**config.mk**
```make
export PLATFORM = sky130hd
export DESIGN_NAME = websocket_frame_deframer_unit
export DESIGN_NICKNAME = d
export VERILOG_FILES = /design/src/rtl/core/wsd_pkg.sv /design/src/rtl/core/wsd_front.sv /design/src/rtl/core/wsd_cmd_queue.sv /design/src/rtl/core/wsd_back.sv /design/src/rtl/core/websocket_frame_deframer_unit.sv
export SDC_FILE = /design/constraint.sdc
export NUM_CORES = 1
export LEC_CHECK = 0
export BUFFER_PORTS_ARGS = -buffer_cell sky130_fd_sc_hd__buf_2
export CAP_MARGIN = 20
export CORE_AREA = 2 2 184 186
export DETAILED_ROUTE_END_ITERATION = 8
export DIE_AREA = 0 0 186 188
export PLACE_DENSITY_LB_ADDON = 0.15
export SLEW_MARGIN = 10
export SYNTH_ARGS = -nofsm -noshare
export SYNTH_HDL_FRONTEND = slang
export SYNTH_SLANG_ARGS = --single-unit
export TNS_END_PERCENT = 20
```
**constraint.sdc**
```tcl
create_clock -name clk_i -period 14.8 [get_ports clk_i]
set_clock_uncertainty 0.05 [all_clocks]
set_input_delay 0.74 -clock clk_i [delete_from_list [all_inputs] [get_ports clk_i]]
set_output_delay 0.74 -clock clk_i [all_outputs]
set_load 0.02 [all_outputs]
```
**src/rtl/core/wsd_pkg.sv**
```systemverilog
`timescale 1ns / 1ps

package wsd_pkg;

  // Result kinds as seen on the output ports
  typedef enum logic [2:0] {
    KIND_DATA       = 3'd0,
    KIND_PING       = 3'd1,
    KIND_TOO_LARGE  = 3'd2,
    KIND_CLOSE      = 3'd3,
    KIND_EMPTY_PING = 3'd4
  } kind_e;

  // Header parse positions
  localparam logic [3:0] STEP_IDLE        = 4'd0;
  localparam logic [3:0] STEP_LEN7        = 4'd1;
  localparam logic [3:0] STEP_EXT16_FIRST = 4'd2;
  localparam logic [3:0] STEP_EXT16_LAST  = 4'd3;
  localparam logic [3:0] STEP_EXT64_FIRST = 4'd4;
  localparam logic [3:0] STEP_EXT64_LAST  = 4'd11;
  localparam logic [3:0] STEP_KEY_FIRST   = 4'd12;
  localparam logic [3:0] STEP_KEY_SECOND  = 4'd13;
  localparam logic [3:0] STEP_KEY_THIRD   = 4'd14;
  localparam logic [3:0] STEP_KEY_LAST    = 4'd15;

  localparam logic [3:0] OPCODE_MASK  = 4'hf;
  localparam logic [3:0] OP_BINARY    = 4'h2;
  localparam logic [3:0] OP_CLOSE     = 4'h8;
  localparam logic [3:0] OP_PING      = 4'h9;

  localparam logic [6:0] LEN7_EXT16   = 7'd126;
  localparam logic [6:0] LEN7_EXT64   = 7'd127;

  localparam logic [31:0] MAX_LEN_RESET = 32'd2097152;

  // Classified byte handed from the parser to the unmask stage
  typedef struct packed {
    kind_e      kind;
    logic [7:0] data;
    logic [7:0] key;
    logic       last;
  } cmd_t;

  // Finished result
  typedef struct packed {
    kind_e      kind;
    logic [7:0] payload;
    logic       last;
  } res_t;

endpackage

```
**src/rtl/core/wsd_front.sv**
```systemverilog
`timescale 1ns / 1ps

module wsd_front (
  input  logic           clk_i,
  input  logic           rst_ni,
  input  logic           in_valid_i,
  input  logic [7:0]     in_byte_i,
  input  logic           cfg_valid_i,
  input  logic [31:0]    cfg_data_i,
  output logic           cmd_valid_o,
  output wsd_pkg::cmd_t  cmd_o
);

  logic [31:0] max_len_q;
  logic [3:0]  step_q, step_d;
  logic [3:0]  opcode_q, opcode_d;
  logic        mask_q, mask_d;
  logic [63:0] acc_q, acc_d;
  logic [31:0] key_q, key_d;
  logic [31:0] left_q, left_d;
  logic [1:0]  phase_q, phase_d;
  logic        halted_q, halted_d;

  logic [63:0] acc_shift;
  logic [63:0] len_val;
  logic [31:0] left_dec;
  logic [6:0]  len7;
  logic        do_len;
  logic        do_done;
  logic        too_large;

  assign acc_shift = {acc_q[55:0], in_byte_i};
  assign left_dec  = left_q - 32'd1;
  assign len7      = in_byte_i[6:0];

  always_comb begin
    step_d      = step_q;
    opcode_d    = opcode_q;
    mask_d      = mask_q;
    acc_d       = acc_q;
    key_d       = key_q;
    left_d      = left_q;
    phase_d     = phase_q;
    halted_d    = halted_q;
    do_len      = 1'b0;
    do_done     = 1'b0;
    len_val     = acc_shift;
    too_large   = 1'b0;
    cmd_valid_o = 1'b0;
    cmd_o.kind  = wsd_pkg::KIND_DATA;
    cmd_o.data  = 8'h00;
    cmd_o.key   = 8'h00;
    cmd_o.last  = 1'b0;

    if (in_valid_i && !halted_q) begin
      case (step_q)
        wsd_pkg::STEP_IDLE: begin
          if (left_q != 32'd0) begin
            left_d     = left_dec;
            cmd_o.last = (left_dec == 32'd0);
            if (opcode_q <= wsd_pkg::OP_BINARY) begin
              cmd_valid_o = 1'b1;
              cmd_o.kind  = wsd_pkg::KIND_DATA;
              cmd_o.data  = in_byte_i;
              cmd_o.key   = mask_q ? key_q[{phase_q, 3'b000} +: 8] : 8'h00;
              phase_d     = phase_q + 2'd1;
            end else if (opcode_q == wsd_pkg::OP_PING) begin
              cmd_valid_o = 1'b1;
              cmd_o.kind  = wsd_pkg::KIND_PING;
              cmd_o.data  = in_byte_i;
            end else if (opcode_q == wsd_pkg::OP_CLOSE && left_dec == 32'd0) begin
              halted_d    = 1'b1;
              cmd_valid_o = 1'b1;
              cmd_o.kind  = wsd_pkg::KIND_CLOSE;
            end
          end else begin
            opcode_d = in_byte_i[3:0] & wsd_pkg::OPCODE_MASK;
            step_d   = wsd_pkg::STEP_LEN7;
          end
        end
        wsd_pkg::STEP_LEN7: begin
          mask_d = in_byte_i[7];
          key_d  = 32'd0;
          acc_d  = 64'd0;
          if (len7 == wsd_pkg::LEN7_EXT16) begin
            step_d = wsd_pkg::STEP_EXT16_FIRST;
          end else if (len7 == wsd_pkg::LEN7_EXT64) begin
            step_d = wsd_pkg::STEP_EXT64_FIRST;
          end else begin
            acc_d   = {57'd0, len7};
            len_val = {57'd0, len7};
            do_len  = 1'b1;
          end
        end
        wsd_pkg::STEP_EXT16_LAST, wsd_pkg::STEP_EXT64_LAST: begin
          acc_d  = acc_shift;
          do_len = 1'b1;
        end
        wsd_pkg::STEP_KEY_FIRST, wsd_pkg::STEP_KEY_SECOND, wsd_pkg::STEP_KEY_THIRD: begin
          key_d[{step_q[1:0], 3'b000} +: 8] = in_byte_i;
          step_d = step_q + 4'd1;
        end
        wsd_pkg::STEP_KEY_LAST: begin
          key_d[31:24] = in_byte_i;
          do_done      = 1'b1;
        end
        default: begin
          // intermediate extended length bytes
          acc_d  = acc_shift;
          step_d = step_q + 4'd1;
        end
      endcase

      if (do_len) begin
        too_large = (|len_val[63:32]) || (len_val[31:0] > max_len_q);
        if (too_large) begin
          halted_d    = 1'b1;
          cmd_valid_o = 1'b1;
          cmd_o.kind  = wsd_pkg::KIND_TOO_LARGE;
        end else begin
          left_d  = len_val[31:0];
          phase_d = 2'd0;
          if (mask_d) begin
            step_d = wsd_pkg::STEP_KEY_FIRST;
          end else begin
            do_done = 1'b1;
          end
        end
      end

      // header complete: an empty close or ping ends here
      if (do_done) begin
        step_d = wsd_pkg::STEP_IDLE;
        if (left_d == 32'd0) begin
          if (opcode_q == wsd_pkg::OP_CLOSE) begin
            halted_d    = 1'b1;
            cmd_valid_o = 1'b1;
            cmd_o.kind  = wsd_pkg::KIND_CLOSE;
            cmd_o.last  = 1'b1;
          end else if (opcode_q == wsd_pkg::OP_PING) begin
            cmd_valid_o = 1'b1;
            cmd_o.kind  = wsd_pkg::KIND_EMPTY_PING;
            cmd_o.last  = 1'b1;
          end
        end
      end
    end
  end

  always_ff @(posedge clk_i or negedge rst_ni) begin
    if (!rst_ni) begin
      max_len_q <= wsd_pkg::MAX_LEN_RESET;
      step_q    <= wsd_pkg::STEP_IDLE;
      opcode_q  <= 4'd0;
      mask_q    <= 1'b0;
      acc_q     <= 64'd0;
      key_q     <= 32'd0;
      left_q    <= 32'd0;
      phase_q   <= 2'd0;
      halted_q  <= 1'b0;
    end else begin
      if (cfg_valid_i) begin
        max_len_q <= cfg_data_i;
      end
      step_q   <= step_d;
      opcode_q <= opcode_d;
      mask_q   <= mask_d;
      acc_q    <= acc_d;
      key_q    <= key_d;
      left_q   <= left_d;
      phase_q  <= phase_d;
      halted_q <= halted_d;
    end
  end

`ifndef ASSERT_OFF
  a_halt_sticky : assert property (@(posedge clk_i) disable iff (!rst_ni)
    halted_q |=> halted_q)
    else $error("halt released without reset");

  a_halt_silent : assert property (@(posedge clk_i) disable iff (!rst_ni)
    halted_q |-> !cmd_valid_o)
    else $error("command issued while halted");

  a_error_halts : assert property (@(posedge clk_i) disable iff (!rst_ni)
    (cmd_valid_o && (cmd_o.kind == wsd_pkg::KIND_TOO_LARGE ||
                     cmd_o.kind == wsd_pkg::KIND_CLOSE)) |=> halted_q)
    else $error("error result did not halt the parser");
`endif

endmodule

```
**src/rtl/core/wsd_cmd_queue.sv**
```systemverilog
`timescale 1ns / 1ps

module wsd_cmd_queue (
  input  logic          clk_i,
  input  logic          rst_ni,
  input  logic          push_i,
  input  wsd_pkg::cmd_t push_data_i,
  output logic          full_o,
  input  logic          pop_i,
  output wsd_pkg::cmd_t pop_data_o,
  output logic          empty_o
);

  wsd_pkg::cmd_t entry_q [2];
  logic [1:0]    count_q, count_d;
  logic          wr_ptr_q;
  logic          rd_ptr_q;
  logic          do_push;
  logic          do_pop;

  assign full_o     = (count_q == 2'd2);
  assign empty_o    = (count_q == 2'd0);
  assign do_push    = push_i && !full_o;
  assign do_pop     = pop_i && !empty_o;
  assign pop_data_o = entry_q[rd_ptr_q];

  always_comb begin
    count_d = count_q;
    if (do_push && !do_pop) begin
      count_d = count_q + 2'd1;
    end else if (do_pop && !do_push) begin
      count_d = count_q - 2'd1;
    end
  end

  always_ff @(posedge clk_i) begin
    if (do_push) begin
      entry_q[wr_ptr_q] <= push_data_i;
    end
  end

  always_ff @(posedge clk_i or negedge rst_ni) begin
    if (!rst_ni) begin
      count_q  <= 2'd0;
      wr_ptr_q <= 1'b0;
      rd_ptr_q <= 1'b0;
    end else begin
      count_q <= count_d;
      if (do_push) begin
        wr_ptr_q <= ~wr_ptr_q;
      end
      if (do_pop) begin
        rd_ptr_q <= ~rd_ptr_q;
      end
    end
  end

endmodule

```
**src/rtl/core/wsd_back.sv**
```systemverilog
`timescale 1ns / 1ps

module wsd_back (
  input  logic          clk_i,
  input  logic          rst_ni,
  input  logic          cmd_valid_i,
  input  wsd_pkg::cmd_t cmd_i,
  output logic          cmd_pop_o,
  output logic          empty_o,
  input  logic          pop_i,
  output wsd_pkg::res_t res_o
);

  wsd_pkg::res_t res_q [2];
  wsd_pkg::res_t res_new;
  logic [1:0]    count_q, count_d;
  logic          wr_ptr_q;
  logic          rd_ptr_q;
  logic          res_full;
  logic          do_pop;

  assign res_full  = (count_q == 2'd2);
  assign empty_o   = (count_q == 2'd0);
  assign cmd_pop_o = cmd_valid_i && !res_full;
  assign do_pop    = pop_i && !empty_o;
  assign res_o     = res_q[rd_ptr_q];

  // unmask: key is zero for unmasked data, pings and events
  always_comb begin
    res_new.kind    = cmd_i.kind;
    res_new.payload = cmd_i.data ^ cmd_i.key;
    res_new.last    = cmd_i.last;
  end

  always_comb begin
    count_d = count_q;
    if (cmd_pop_o && !do_pop) begin
      count_d = count_q + 2'd1;
    end else if (do_pop && !cmd_pop_o) begin
      count_d = count_q - 2'd1;
    end
  end

  always_ff @(posedge clk_i) begin
    if (cmd_pop_o) begin
      res_q[wr_ptr_q] <= res_new;
    end
  end

  always_ff @(posedge clk_i or negedge rst_ni) begin
    if (!rst_ni) begin
      count_q  <= 2'd0;
      wr_ptr_q <= 1'b0;
      rd_ptr_q <= 1'b0;
    end else begin
      count_q <= count_d;
      if (cmd_pop_o) begin
        wr_ptr_q <= ~wr_ptr_q;
      end
      if (do_pop) begin
        rd_ptr_q <= ~rd_ptr_q;
      end
    end
  end

endmodule

```
**src/rtl/core/websocket_frame_deframer_unit.sv**
```systemverilog
`timescale 1ns / 1ps

// WebSocket receive deframer: one stream byte is taken per cycle whenever full is low. A
// header parser classifies each byte in the cycle it arrives (opcode, mask bit, 7/16/64-bit
// length, mask key) and hands payload bytes and events through a two-entry command queue to an
// unmask stage, which writes finished results into a two-entry output queue; a byte that causes
// a result is registered in the command queue, then unmasked and registered in the output
// queue, whose head is on the output ports; the sustained rate is one byte per cycle while full
// stays low, set by the parser step. Data bytes (opcodes 0 to 2) come out unmasked, ping bytes
// raw, an empty ping as a marker. An oversized length or a close frame gives an error result,
// after which input bytes are still taken but ignored until reset. The length limit is written
// over the cfg port, which is always ready; write it only when idle.
module websocket_frame_deframer_unit (
  input  logic        clk_i,
  input  logic        rst_ni,
  input  logic        push,
  output logic        full,
  input  logic [7:0]  stream_byte_i,
  input  logic        cfg_valid_i,
  output logic        cfg_ready_o,
  input  logic [31:0] cfg_data_i,
  output logic        empty,
  input  logic        pop,
  output logic [2:0]  kind_o,
  output logic [7:0]  payload_byte_o,
  output logic        last_in_frame_o
);

  wsd_pkg::cmd_t front_cmd;
  wsd_pkg::cmd_t queue_cmd;
  wsd_pkg::res_t res;
  logic          front_valid;
  logic          queue_empty;
  logic          queue_pop;
  logic          in_accept;

  assign cfg_ready_o = 1'b1;
  assign in_accept   = push && !full;

  wsd_front u_front (
    .clk_i       (clk_i),
    .rst_ni      (rst_ni),
    .in_valid_i  (in_accept),
    .in_byte_i   (stream_byte_i),
    .cfg_valid_i (cfg_valid_i),
    .cfg_data_i  (cfg_data_i),
    .cmd_valid_o (front_valid),
    .cmd_o       (front_cmd)
  );

  wsd_cmd_queue u_queue (
    .clk_i       (clk_i),
    .rst_ni      (rst_ni),
    .push_i      (front_valid),
    .push_data_i (front_cmd),
    .full_o      (full),
    .pop_i       (queue_pop),
    .pop_data_o  (queue_cmd),
    .empty_o     (queue_empty)
  );

  wsd_back u_back (
    .clk_i       (clk_i),
    .rst_ni      (rst_ni),
    .cmd_valid_i (!queue_empty),
    .cmd_i       (queue_cmd),
    .cmd_pop_o   (queue_pop),
    .empty_o     (empty),
    .pop_i       (pop),
    .res_o       (res)
  );

  assign kind_o          = res.kind;
  assign payload_byte_o  = res.payload;
  assign last_in_frame_o = res.last;

endmodule

```
# [Word-level counts from Yosys, hierarchy flattened]
# Memory sizes are Yosys's and may differ from the RTL's.
# Cells that the tools add are included.
[totals] ff_bits=172 ramBits=64 input_bits=45 out_inout_bits=15 memories=2
[mem_list] name="u_queue.entry_q" depth=2 width=20 read_ports=1 rd_ports_with_merged_regs=0 wr=1 line="wsd_cmd_queue.sv:14" source="wsd_pkg::cmd_t entry_q [2];"
[mem_list] name="u_back.res_q" depth=2 width=12 read_ports=1 rd_ports_with_merged_regs=0 wr=1 line="wsd_back.sv:14" source="wsd_pkg::res_t res_q [2];"
[op_classes] addsub=8 magnitude_cmp=2 eq_ne=13 shift=3 muxes=88 bitwise=7 reduce_logical=40
[op_table] cell="$mux 64" count=4
[op_table] cell="$mux 32" count=5
[op_table] cell="$pmux 56 s2" count=1
[op_table] cell="$logic_not 32->1" count=2
[op_table] cell="$mux 20" count=3
[op_table] cell="$mux 56" count=1
[op_table] cell="$pmux 24 s2" count=1
[op_table] cell="$mux 1" count=40
[op_table] cell="$bwmux 32" count=1
[op_table] cell="$gt 32x32->1" count=1
[op_table] cell="$reduce_bool 32->1" count=1
[op_table] cell="$reduce_or 32->1" count=1
[op_table] cell="$shift 8x7->32 const A" count=1
[op_table] cell="$shiftx 32x6->8" count=1
[op_table] cell="$shiftx 8x7->32" count=1
[op_table] cell="$sub 32x1->32 const B" count=1
[op_table] cell="$eq 4x4->1 const B" count=7
[op_table] cell="$mux 4" count=7
[op_table] cell="$mux 8" count=3
[op_table] cell="$pmux 8 s3" count=1
[op_table] cell="$mux 3" count=7
[op_table] cell="$mux 2" count=10
[op_table] cell="$eq 7x7->1 const B" count=2
[op_table] cell="$pmux 4 s3" count=1
[op_table] cell="25 further kinds" count=58

# [Depth between registers and ports, before layout]
# Gate-level depths: netlist (run 1).
[logic_depth] depth_word=20 depth_mapped=23 mapped_depth_nobuf=19

# [By module]
# Synthesis (run 1) repeated with hierarchy kept, for this count alone.
[hier_totals] cells_unflattened=1393 hier_area_um2=13117.6
[by_module_without_submodules] module="wsd_front" n_inst=1 cells_per_inst=1244 area_each_um2=10321.1
[by_module_without_submodules] module="wsd_cmd_queue" n_inst=1 cells_per_inst=81 area_each_um2=1637.8
[by_module_without_submodules] module="wsd_back" n_inst=1 cells_per_inst=64 area_each_um2=1129.8
[by_module_without_submodules] module="websocket_frame_deframer_unit" n_inst=1 cells_per_inst=4 area_each_um2=28.8

# [Least setup slack after synthesis (run 1)]
# Ideal clock, no wire load.
[synth_path] kind="input to register" start="in stream_byte_i[1]" end="mem u_queue.entry_q[0][0] (netlist bit), enable pin" setup_time_ps=428 arrival_ps=5642 required_ps=14322 path_slack_ps=8680 stages=17 n_path_buf=4 path_cell_list="clkbuf_1 nand2_1 or3_1 nand2_1 clkbuf_1 clkbuf_1 and2_1 ha_1 nand4_1 nor4_1 a22oi_1 or3_1 buf_2 nor3_1 o22a_1 a31oi_1 a21boi_0"
[synth_via] elab_chain_cells=17 elab_cells_between_ends=30 cone_classes="order compare: 1; eq/ne: 2; mux: 23; reduce/logical: 4"
[synth_rtl] element="from (decl)" line="websocket_frame_deframer_unit.sv:18" source="input logic [7:0] stream_byte_i,"
[synth_rtl] element="$eq 7x7->1" line="wsd_front.sv:87" source="end else if (len7 == wsd_pkg::LEN7_EXT64) begin"
[synth_rtl] element="$mux 64" line="wsd_front.sv:87"
[synth_rtl] element="$mux 64" line="wsd_front.sv:85" source="if (len7 == wsd_pkg::LEN7_EXT16) begin"
[synth_rtl] element="$mux 64" line="wsd_front.sv:56" source="case (step_q)"
[synth_rtl] element="$mux 64" line="wsd_front.sv:55" source="if (in_valid_i && !halted_q) begin"
[synth_rtl] element="$gt 32x32->1 or $reduce_or 32->1 (tied branches)" line="wsd_front.sv:115" source="too_large = (|len_val[63:32]) || (len_val[31:0] > max_len_q);"
[synth_rtl] element="$logic_or 1x1->1" line="wsd_front.sv:115"
[synth_rtl] element="$mux 32 or $mux 1 (tied branches)" line="wsd_front.sv:116" source="if (too_large) begin"
[synth_rtl] element="$mux 32 or $mux 1 (tied branches)" line="wsd_front.sv:114" source="if (do_len) begin"
[synth_rtl] element="$mux 32 or $mux 1 (tied branches)" line="wsd_front.sv:55, wsd_front.sv:140"
[synth_rtl] element="$logic_not 32->1 or $mux 1 (tied branches)" line="wsd_front.sv:134, wsd_front.sv:135"
[synth_rtl] element="$mux 1" line="wsd_front.sv:134" source="if (left_d == 32'd0) begin"
[synth_rtl] element="$mux 1 (*)" line="wsd_front.sv:132" source="if (do_done) begin"
[synth_rtl] element="$mux 1 (*)" line="wsd_front.sv:55"
[synth_rtl] element="$logic_and 1x1->1 (*)" line="wsd_cmd_queue.sv:23" source="assign do_push = push_i && !full_o;"
[synth_rtl] element="$mux 1 (*)" line="wsd_cmd_queue.sv:37" source="if (do_push) begin"
[synth_rtl] element="$mux 1 (implied by the code) (*)" line="wsd_cmd_queue.sv:38" source="entry_q[wr_ptr_q] <= push_data_i;"
[synth_rtl] element="to (decl)" line="wsd_cmd_queue.sv:14"
# Mark *: on every way between the ends. The rest lies on a longest branch, timed or not. The select of a mux whose other input is x is not followed.

# [Worst setup path in the final report (run 1)]
[layout_path] start="reg u_front.step_q[1]" end="mem u_queue.entry_q[1][13] (netlist bit), enable pin"
[layout_via] elab_chain_cells=15 elab_cells_between_ends=36 cone_classes="order compare: 1; eq/ne: 4; mux: 25; reduce/logical: 6"
[layout_rtl] element="from (decl)" line="wsd_front.sv:15" source="logic [3:0] step_q, step_d;"
[layout_rtl] element="from (signal assigned)" line="wsd_front.sv:153" source="step_q <= wsd_pkg::STEP_IDLE;"
[layout_rtl] element="from (signal assigned)" line="wsd_front.sv:165" source="step_q <= step_d;"
[layout_rtl] element="$eq 4x1->1" line="wsd_front.sv:56"
[layout_rtl] element="$mux 64" line="wsd_front.sv:56"
[layout_rtl] element="$mux 64" line="wsd_front.sv:55"
[layout_rtl] element="$gt 32x32->1 or $reduce_or 32->1 (tied branches)" line="wsd_front.sv:115"
[layout_rtl] element="$logic_or 1x1->1" line="wsd_front.sv:115"
[layout_rtl] element="$mux 32 or $mux 1 (tied branches)" line="wsd_front.sv:116"
[layout_rtl] element="$mux 32 or $mux 1 (tied branches)" line="wsd_front.sv:114"
[layout_rtl] element="$mux 32 or $mux 1 (tied branches)" line="wsd_front.sv:55, wsd_front.sv:140"
[layout_rtl] element="$logic_not 32->1 or $mux 1 (tied branches)" line="wsd_front.sv:134, wsd_front.sv:135"
[layout_rtl] element="$mux 1" line="wsd_front.sv:134"
[layout_rtl] element="$mux 1 (*)" line="wsd_front.sv:132"
[layout_rtl] element="$mux 1 (*)" line="wsd_front.sv:55"
[layout_rtl] element="$logic_and 1x1->1 (*)" line="wsd_cmd_queue.sv:23"
[layout_rtl] element="$mux 1 (*)" line="wsd_cmd_queue.sv:37"
[layout_rtl] element="$mux 1 (implied by the code) (*)" line="wsd_cmd_queue.sv:38"
# Marks and branches as above.

==> impl_metrics.toml, run 1 <==
[route]
antenna_left = 0
wl_per_cell_um = 20.34
first_iter_violations = 831
vias = 10770
route.final.wire_length_um = 38730
dr.pass1.iters = 5
vias_per_cell = 5.654
drc = 0

[setup_path]
crit_buf_inv = 3
cp_slowest_stage_delay_ps = 620
slowest_stage = "a21oi_2"
cp.required_ps = 15020
worstSetupPathType = "flip-flop to flip-flop"
critical_path_depth = 17
r2r_slack_ps = 8820
critPathLaunchType = "flip-flop"
path_cells = "inv_1, ha_1, and2_1, nand2_1, and2_1, ha_1, nand4_1, or3_1, a21o_1, a31oi_1, or3_1, buf_4, a41oi_1, nor2_1, a31oi_1, a21oi_2, buf_6"
cp.arrival_ps = 6200
critPathMaxFanout = 27
path_delay_family = "simple AND/OR/NAND/NOR gates"
r2r_end = "u_queue.entry_q[1][13]$_DFFE_PP_"
reg2reg_depth = 17
cp-end-kind = "flip-flop"
timing.rr.start = "u_front.step_q[1]$_DFFE_PN0P_"

[sta]
setup_viol = 0
rsz0062_at_grt = "no"
final-hold-violation-count = 0
tightest_slew_ps = 1016
fin_crit_ps = 5976
fmax_ghz = 0.1673
finalSetupTns_ps = 0
fin_crit_sh_pct = 40.38
slew_headroom_pct = 31.67
drv_slew = 0

[die]
die_width_um = 186
fp.dieArea_um2 = 34970
die_y_um = 188
io_pins = 60
initial_core_util_pct = 39.17
num_rows = 67
core-area_um2 = 33110

[placement]
numPortBuffers = 58
place_inst = 1850
postPlaceCellArea_um2 = 13580
hpwl_um = 27440
gp_congestion = 0.9264

[worst_hold_path]
min_path_type = "primary input to asynchronous set/reset pin"

[synth]
syn_area_um2 = 12970
synth-edff-count = 64
synth_warnings = 0
avgSynthCellArea_um2 = 9.115
synth.distinct_cells = 77
syn_nets = 1512
async_flop_share_pct = 72.88
ys_ff_latch = 236
synthFlopType = "dfrtp_1"
seq_area_frac_synth_pct = 48.01
syn_inst = 1423

[grt]
grt_max_degree = 68
grt.overflow.total = 0
grt_pass1_wl_um = 60660
grt_util_all_layers_pct = 22.31
antenna_found_initial = 0
grt_pass1_vias = 10300

[cells_and_area]
fin_util_pct = 44.15
antennaDiodeCount = 0
fin_area_um2 = 14620
fin_cells = 1904
nFillCells = 3215
layout.nets = 1523
drive_gt1_share_pct = 11.54
syn_to_final_growth_pct = 12.71

[run_status]
status = "completed"

[cts]
cts_hold_buf = 0
cts_resized = 0
root_buffer = "clkbuf_16"
path_clk_slew_ps = 60
cts.path.max_buffers = 3
clock_latency_ps = 560
h-tree-depth = 1
cts_tree = "built"
clock-sinks = 236
cts_buffers = 28
postCtsSetupRepairBufs = 0

[power]
vdd_ir_drop_max_uv = 92.39
p_leak_uw = 0.006123
power_density_nw_per_um2 = 209.5

[run]
drv_cap = 0
worst max path at each step:
stage / start / endpoint
6_report: u_front.step_q[1]$_DFFE_PN0P_ / u_queue.entry_q[1][13]$_DFFE_PP_
2_1_floorplan: stream_byte_i[1] / u_queue.entry_q[0][0]$_DFFE_PP_
3_5_place_dp: stream_byte_i[3] / u_queue.entry_q[1][7]$_DFFE_PP_
4_1_cts: u_front.step_q[1]$_DFFE_PN0P_ / u_queue.entry_q[1][2]$_DFFE_PP_
5_1_grt: u_front.step_q[1]$_DFFE_PN0P_ / u_queue.entry_q[1][13]$_DFFE_PP_
3_3_place_gp: stream_byte_i[3] / u_queue.entry_q[1][14]$_DFFE_PP_
stage by stage:
| stage | hold WS (ps) | setup WS (ps) | power (uW) |
|---|---|---|---|
| final | 39.55 | 8824 | 3063 |
| after global routing | 57.07 | 8234 | 3256 |
| after CTS | 42.11 | 8696 | 3067 |
| after detailed placement | 410.7 | 8549 | 2310 |
| after global placement | 405.9 | 8757 | 2300 |
| after floorplan | 389.1 | 8680 | 1887 |
synthesized netlist by cell type, types with 11 or more instances:
| cell type | number | area, um^2 |
|---|---|---|
| a21oi_1 | 56 | 280.3 |
| a22oi_1 | 11 | 82.58 |
| and2_1 | 36 | 225.2 |
| clkbuf_1 | 84 | 315.3 |
| dfrtp_1 | 171 | 4279 |
| edfxtp_1 | 64 | 1922 |
| ha_1 | 44 | 550.5 |
| inv_1 | 66 | 247.7 |
| mux2_2 | 20 | 225.2 |
| nand2_1 | 242 | 908.4 |
| nand3_1 | 86 | 430.4 |
| nand4_1 | 30 | 187.7 |
| nor2_1 | 76 | 285.3 |
| nor3_1 | 40 | 200.2 |
| nor4_1 | 37 | 231.5 |
| o21ai_0 | 136 | 680.7 |
| or3_1 | 14 | 87.58 |
| xnor2_1 | 20 | 175.2 |
| xor2_1 | 14 | 122.6 |
layout make-up:
type	count	area (um^2)	share of cell area [%]
clock buffers	35	747.0	5.110
clock inverters	17	267.8	1.832
inverters	66	247.7	1.695
multi-input cells	1028	6145	42.03
flip-flops and latches	236	6227	42.60
well taps	448	560.5	3.834
repair buffers	74	424.2	2.901
placed cells by master, fill, tap and decap left out, drive strengths merged, types with 39 or more instances in the layout:
master and n:
dfrtp 171, nor4 39, inv 66, edfxtp 64, and2 39, ha 44, nor2 76, nand2 242
nor3 41, buf 74, nand3 86, o21ai 137, a21oi 56
cells by family (layout without fill, tap and decap cells):
| logic type | count (synthesis) | in the layout | share of synthesized area (%) |
|---|---|---|---|
| buffers and inverters | 159 | 192 | 4.775 |
| other | 1 | 1 | 0.02891 |
| multiplexers | 29 | 29 | 3.203 |
| AO/OA/AOI/OAI | 295 | 295 | 13.80 |
| adder cells (fa/ha/maj) | 44 | 44 | 4.245 |
| AND/OR/NAND/NOR | 625 | 625 | 23.63 |
| XOR/XNOR | 34 | 34 | 2.296 |
| flip-flops | 236 | 236 | 48.01 |
registers in the layout, indices dropped and copies added, names as in the netlist:
name and flops:
u_front.mask_q 1, u_queue.count_q 2, u_front.phase_q 2, u_front.step_q 4, u_front.acc_q 56, u_front.halted_q 1
u_back.rd_ptr_q 1, u_queue.rd_ptr_q 1, u_back.wr_ptr_q 1, u_back.res_q 24, u_queue.wr_ptr_q 1, u_back.count_q 2
u_front.opcode_q 4, u_queue.entry_q 40, u_front.max_len_q 32, u_front.key_q 32, u_front.left_q 32
worst register-to-register path: cells and delay by family, from the launching register on:
kind | cells | cell delay, ps
AND/OR/NAND/NOR | 7 | 2080
AO/OA/AOI/OAI | 5 | 1760
buffers and inverters | 3 | 710
adder cells (fa/ha/maj) | 2 | 600
flip-flops | 1 | 460
layer usage:
layer	vias to the layer above	wire, um	GRT usage (%)
met3	72	2495	3.768
li1	5106	-	-
met5	-	0	0
met1	5241	18000	32.49
met2	346	16970	33.63
met4	0	1257	7.389
power breakdown:
group,leakage (uW),internal [uW],switching (uW)
registers,0.00282,872,267
clock network,0.000493,464,281
logic,0.00281,417,762
total,0.00612,1750,1310
Note: power is estimated with default switching activity, not from simulation.
==> run 2, diff against run 1 <==
- ABC_AREA: default -> 1
- CORE_AREA: 2 2 184 186 -> 2 2 185 187
- DIE_AREA: 0 0 186 188 -> 0 0 187 189
- clock period: 14.8 -> 5.4 ns (I/O delays scaled with it)
==> run 2 against run 1 <==
  * First-iteration DRC count shrank 8.7%
  * Combinational power fell by 52%
  * Largest cell class unchanged
  * Clock-buffer cell count shrank 2
==> impl_metrics.toml, run 2 <==
[run_status]
status = "completed"

[cts]
cts_buffers = 27
cts.path.max_buffers = 3
h-tree-depth = 1
clock-sinks = 236
clock_latency_ps = 570
root_buffer = "clkbuf_16"
path_clk_slew_ps = 70
cts_tree = "built"

[route]
first_iter_violations = 759
vias = 11210
drc = 0
antenna_left = 0
wl_per_cell_um = 16.51
dr.pass1.iters = 5
vias_per_cell = 5.046
route.final.wire_length_um = 36660

[synth]
avgSynthCellArea_um2 = 7.844
ys_top_cells_by_count = "nand2_1, inv_1, o21ai_0"
syn_nets = 1770
synth_top_area_share_pct = 32.45
synth_warnings = 0
synth-edff-count = 64
synth_most_common_cell = "nand2_1"
yosysTopAreaCell = "dfrtp_1"
seq_area_frac_synth_pct = 47.22
async_flop_share_pct = 72.88
synthFlopType = "dfrtp_1"
ys_ff_latch = 236
synth.distinct_cells = 46
synth_area_leaders = "dfrtp_1, edfxtp_1, nand2_1, o21ai_0, inv_1"
syn_inst = 1681
syn_area_um2 = 13190

[die]
num_rows = 67
initial_core_util_pct = 39.62
fp.dieArea_um2 = 35340
io_pins = 60
core-area_um2 = 33280
die_y_um = 189
die_width_um = 187

[placement]
gp_congestion = 0.9283
hpwl_um = 26650
numPortBuffers = 58
dp_slack_ps = 309.2

[worst_hold_path]
min_path_type = "primary input to flip-flop"

[sta]
tightest_slew_ps = 1056
slew_headroom_pct = 29.60
setup_viol = 0
fin_crit_sh_pct = 89.51
rsz0062_at_grt = "no"
fmax_ghz = 0.2069
drv_slew = 0
worst_slack_ps = 566.7
finalSetupTns_ps = 0
fin_crit_ps = 4833
final-hold-violation-count = 0

[setup_path]
critPathLaunchType = "flip-flop"
worstSetupPathType = "flip-flop to flip-flop"
cp.required_ps = 5770
critPathMaxFanout = 40
slowest_stage = "dfrtp_1"
cp_slowest_stage_delay_ps = 440
cp-end-kind = "flip-flop"
crit_top_cell = "nand2_1"
cp.arrival_ps = 5210
crit_buf_inv = 5
path_delay_family = "simple AND/OR/NAND/NOR gates"

[cells_and_area]
largest_register = "u_front.acc_q"
multiInputGateArea_um2 = 5723
mostFrequentLayoutCells = "nand2_1, inv_1, o21ai_0"
fin_util_pct = 45.78
seq_area_um2 = 6227
layout.nets = 1843
layout_commonest_cell = "nand2_1"
drive_gt1_share_pct = 8.178
reg_top3 = "u_front.acc_q x56, u_queue.entry_q x40"
nFillCells = 3318
syn_to_final_growth_pct = 15.53
antennaDiodeCount = 0
largest_reg_flops = 56

[grt]
grt.overflow.total = 0
grt_pass1_vias = 10720
grt_pass1_wl_um = 58990
grt_util_all_layers_pct = 20.86
antenna_found_initial = 0
grt_max_degree = 122

[run]
drv_cap = 0

[power]
vdd_ir_drop_max_uv = 222.8
power_density_nw_per_um2 = 302.1
power_uw = 4603
p_leak_uw = 0.007033
[run 2: changes by cell type after synthesis, moves of 14 or more]
cell / change
xor2_1: +23
nand2_1: +158
nor2_1: +67
clkbuf_1: -31
inv_1: +178
nor4_1: -30
or3_1: -14
nand4_1: +18
nor3_1: -20
mux2_2: -19
and2_1: -34
o21ai_0: +65
[run 2: metrics by stage]
| stage | cell area (um^2) | instances | hold WS (ps) |
|---|---|---|---|
| 2_1_floorplan | 13190 | 1681 | -75.59 |
| 3_3_place_gp | 13880 | 2136 | 209.1 |
| 3_5_place_dp | 13880 | 2136 | 209.5 |
| 4_1_cts | 15210 | 2220 | 11.69 |
| 5_1_grt | 15230 | 2221 | 41.70 |
| 6_report | 15230 | 2221 | 31.34 |
[run 2: worst reg2reg max path: cells and delay by family (launching register included)]
kind                       cells  cell delay, ps
xor gates and xnor gates       1             150
AOI/OAI and AO/OA              2             230
DFF                            1             440
adders and majority gates      3             730
and+or+nand+nor               19            2330
buffers and inverters          5             770
[run 2: cell families (layout without fill, tap and decap cells)]
kind of cell,Yosys count,in the layout,synth area share (%)
simple gates,736,736,23.76
buf+inv,319,411,9.507
compound gates,294,294,11.90
flops,236,236,47.22
xor+xnor,50,50,3.321
fa+ha+maj,44,44,4.175
other cells,1,1,0.02844
mux,1,1,0.08539
[run 2: report_power, final]
group | total (uW) | switching [uW] | internal [uW]
Sequential | 2040 | 72.1 | 1970
Clock | 2000 | 780 | 1220
Combinational | 564 | 368 | 196
Total | 4600 | 1220 | 3380
[run 2: final timing paths]
| kind | start | end | slack, ps | depth (start not counted) |
|---|---|---|---|---|
| max | u_front.step_q[1]$_DFFE_PN0P_ | u_queue.count_q[1]$_DFFE_PN0P_ | 570 | 30 |
| min | stream_byte_i[7] | u_front.acc_q[7]$_DFFE_PN0P_ | 30 | 3 |
| max reg2reg | u_front.step_q[1]$_DFFE_PN0P_ | u_queue.count_q[1]$_DFFE_PN0P_ | 570 | 30 |
| min reg2reg | u_queue.wr_ptr_q$_DFFE_PN0P_ | u_queue.wr_ptr_q$_DFFE_PN0P_ | 420 | 2 |
| max in group asynchronous | rst_ni | u_front.max_len_q[23]$_DFFE_PN0P_ | 4050 | 3 |
| min in group asynchronous | rst_ni | u_front.key_q[4]$_DFFE_PN0P_ | 180 | 2 |
[run 2: area by class of cell]
cell class,instances,share of cell area (%)
Sequential cell,236,40.88
Multi-Input combinational cell,1126,37.57
Inverter,252,6.234
Timing Repair Buffer,111,5.281
Clock buffer,33,4.846
Tap cell,448,3.679
Clock inverter,15,1.519
[run 2: metal layers]
| layer | part of all wire (%) | vias to the layer above | track usage (%) |
|---|---|---|---|
| met5 | 0 | - | 0 |
| met3 | 5.1 | 43 | 2.335 |
| met4 | 1.5 | 0 | 4.060 |
| li1 | - | 5614 | - |
| met1 | 48 | 5273 | 30.20 |
| met2 | 46 | 277 | 33.99 |
[run 2: what timing repair did]
item,4_1_cts,5_1_grt
setup endpoints to repair,0,42
hold buffers,36,0
buffers inserted,0,0
resized for setup,0,4
endpoints found under the hold margin,86,0
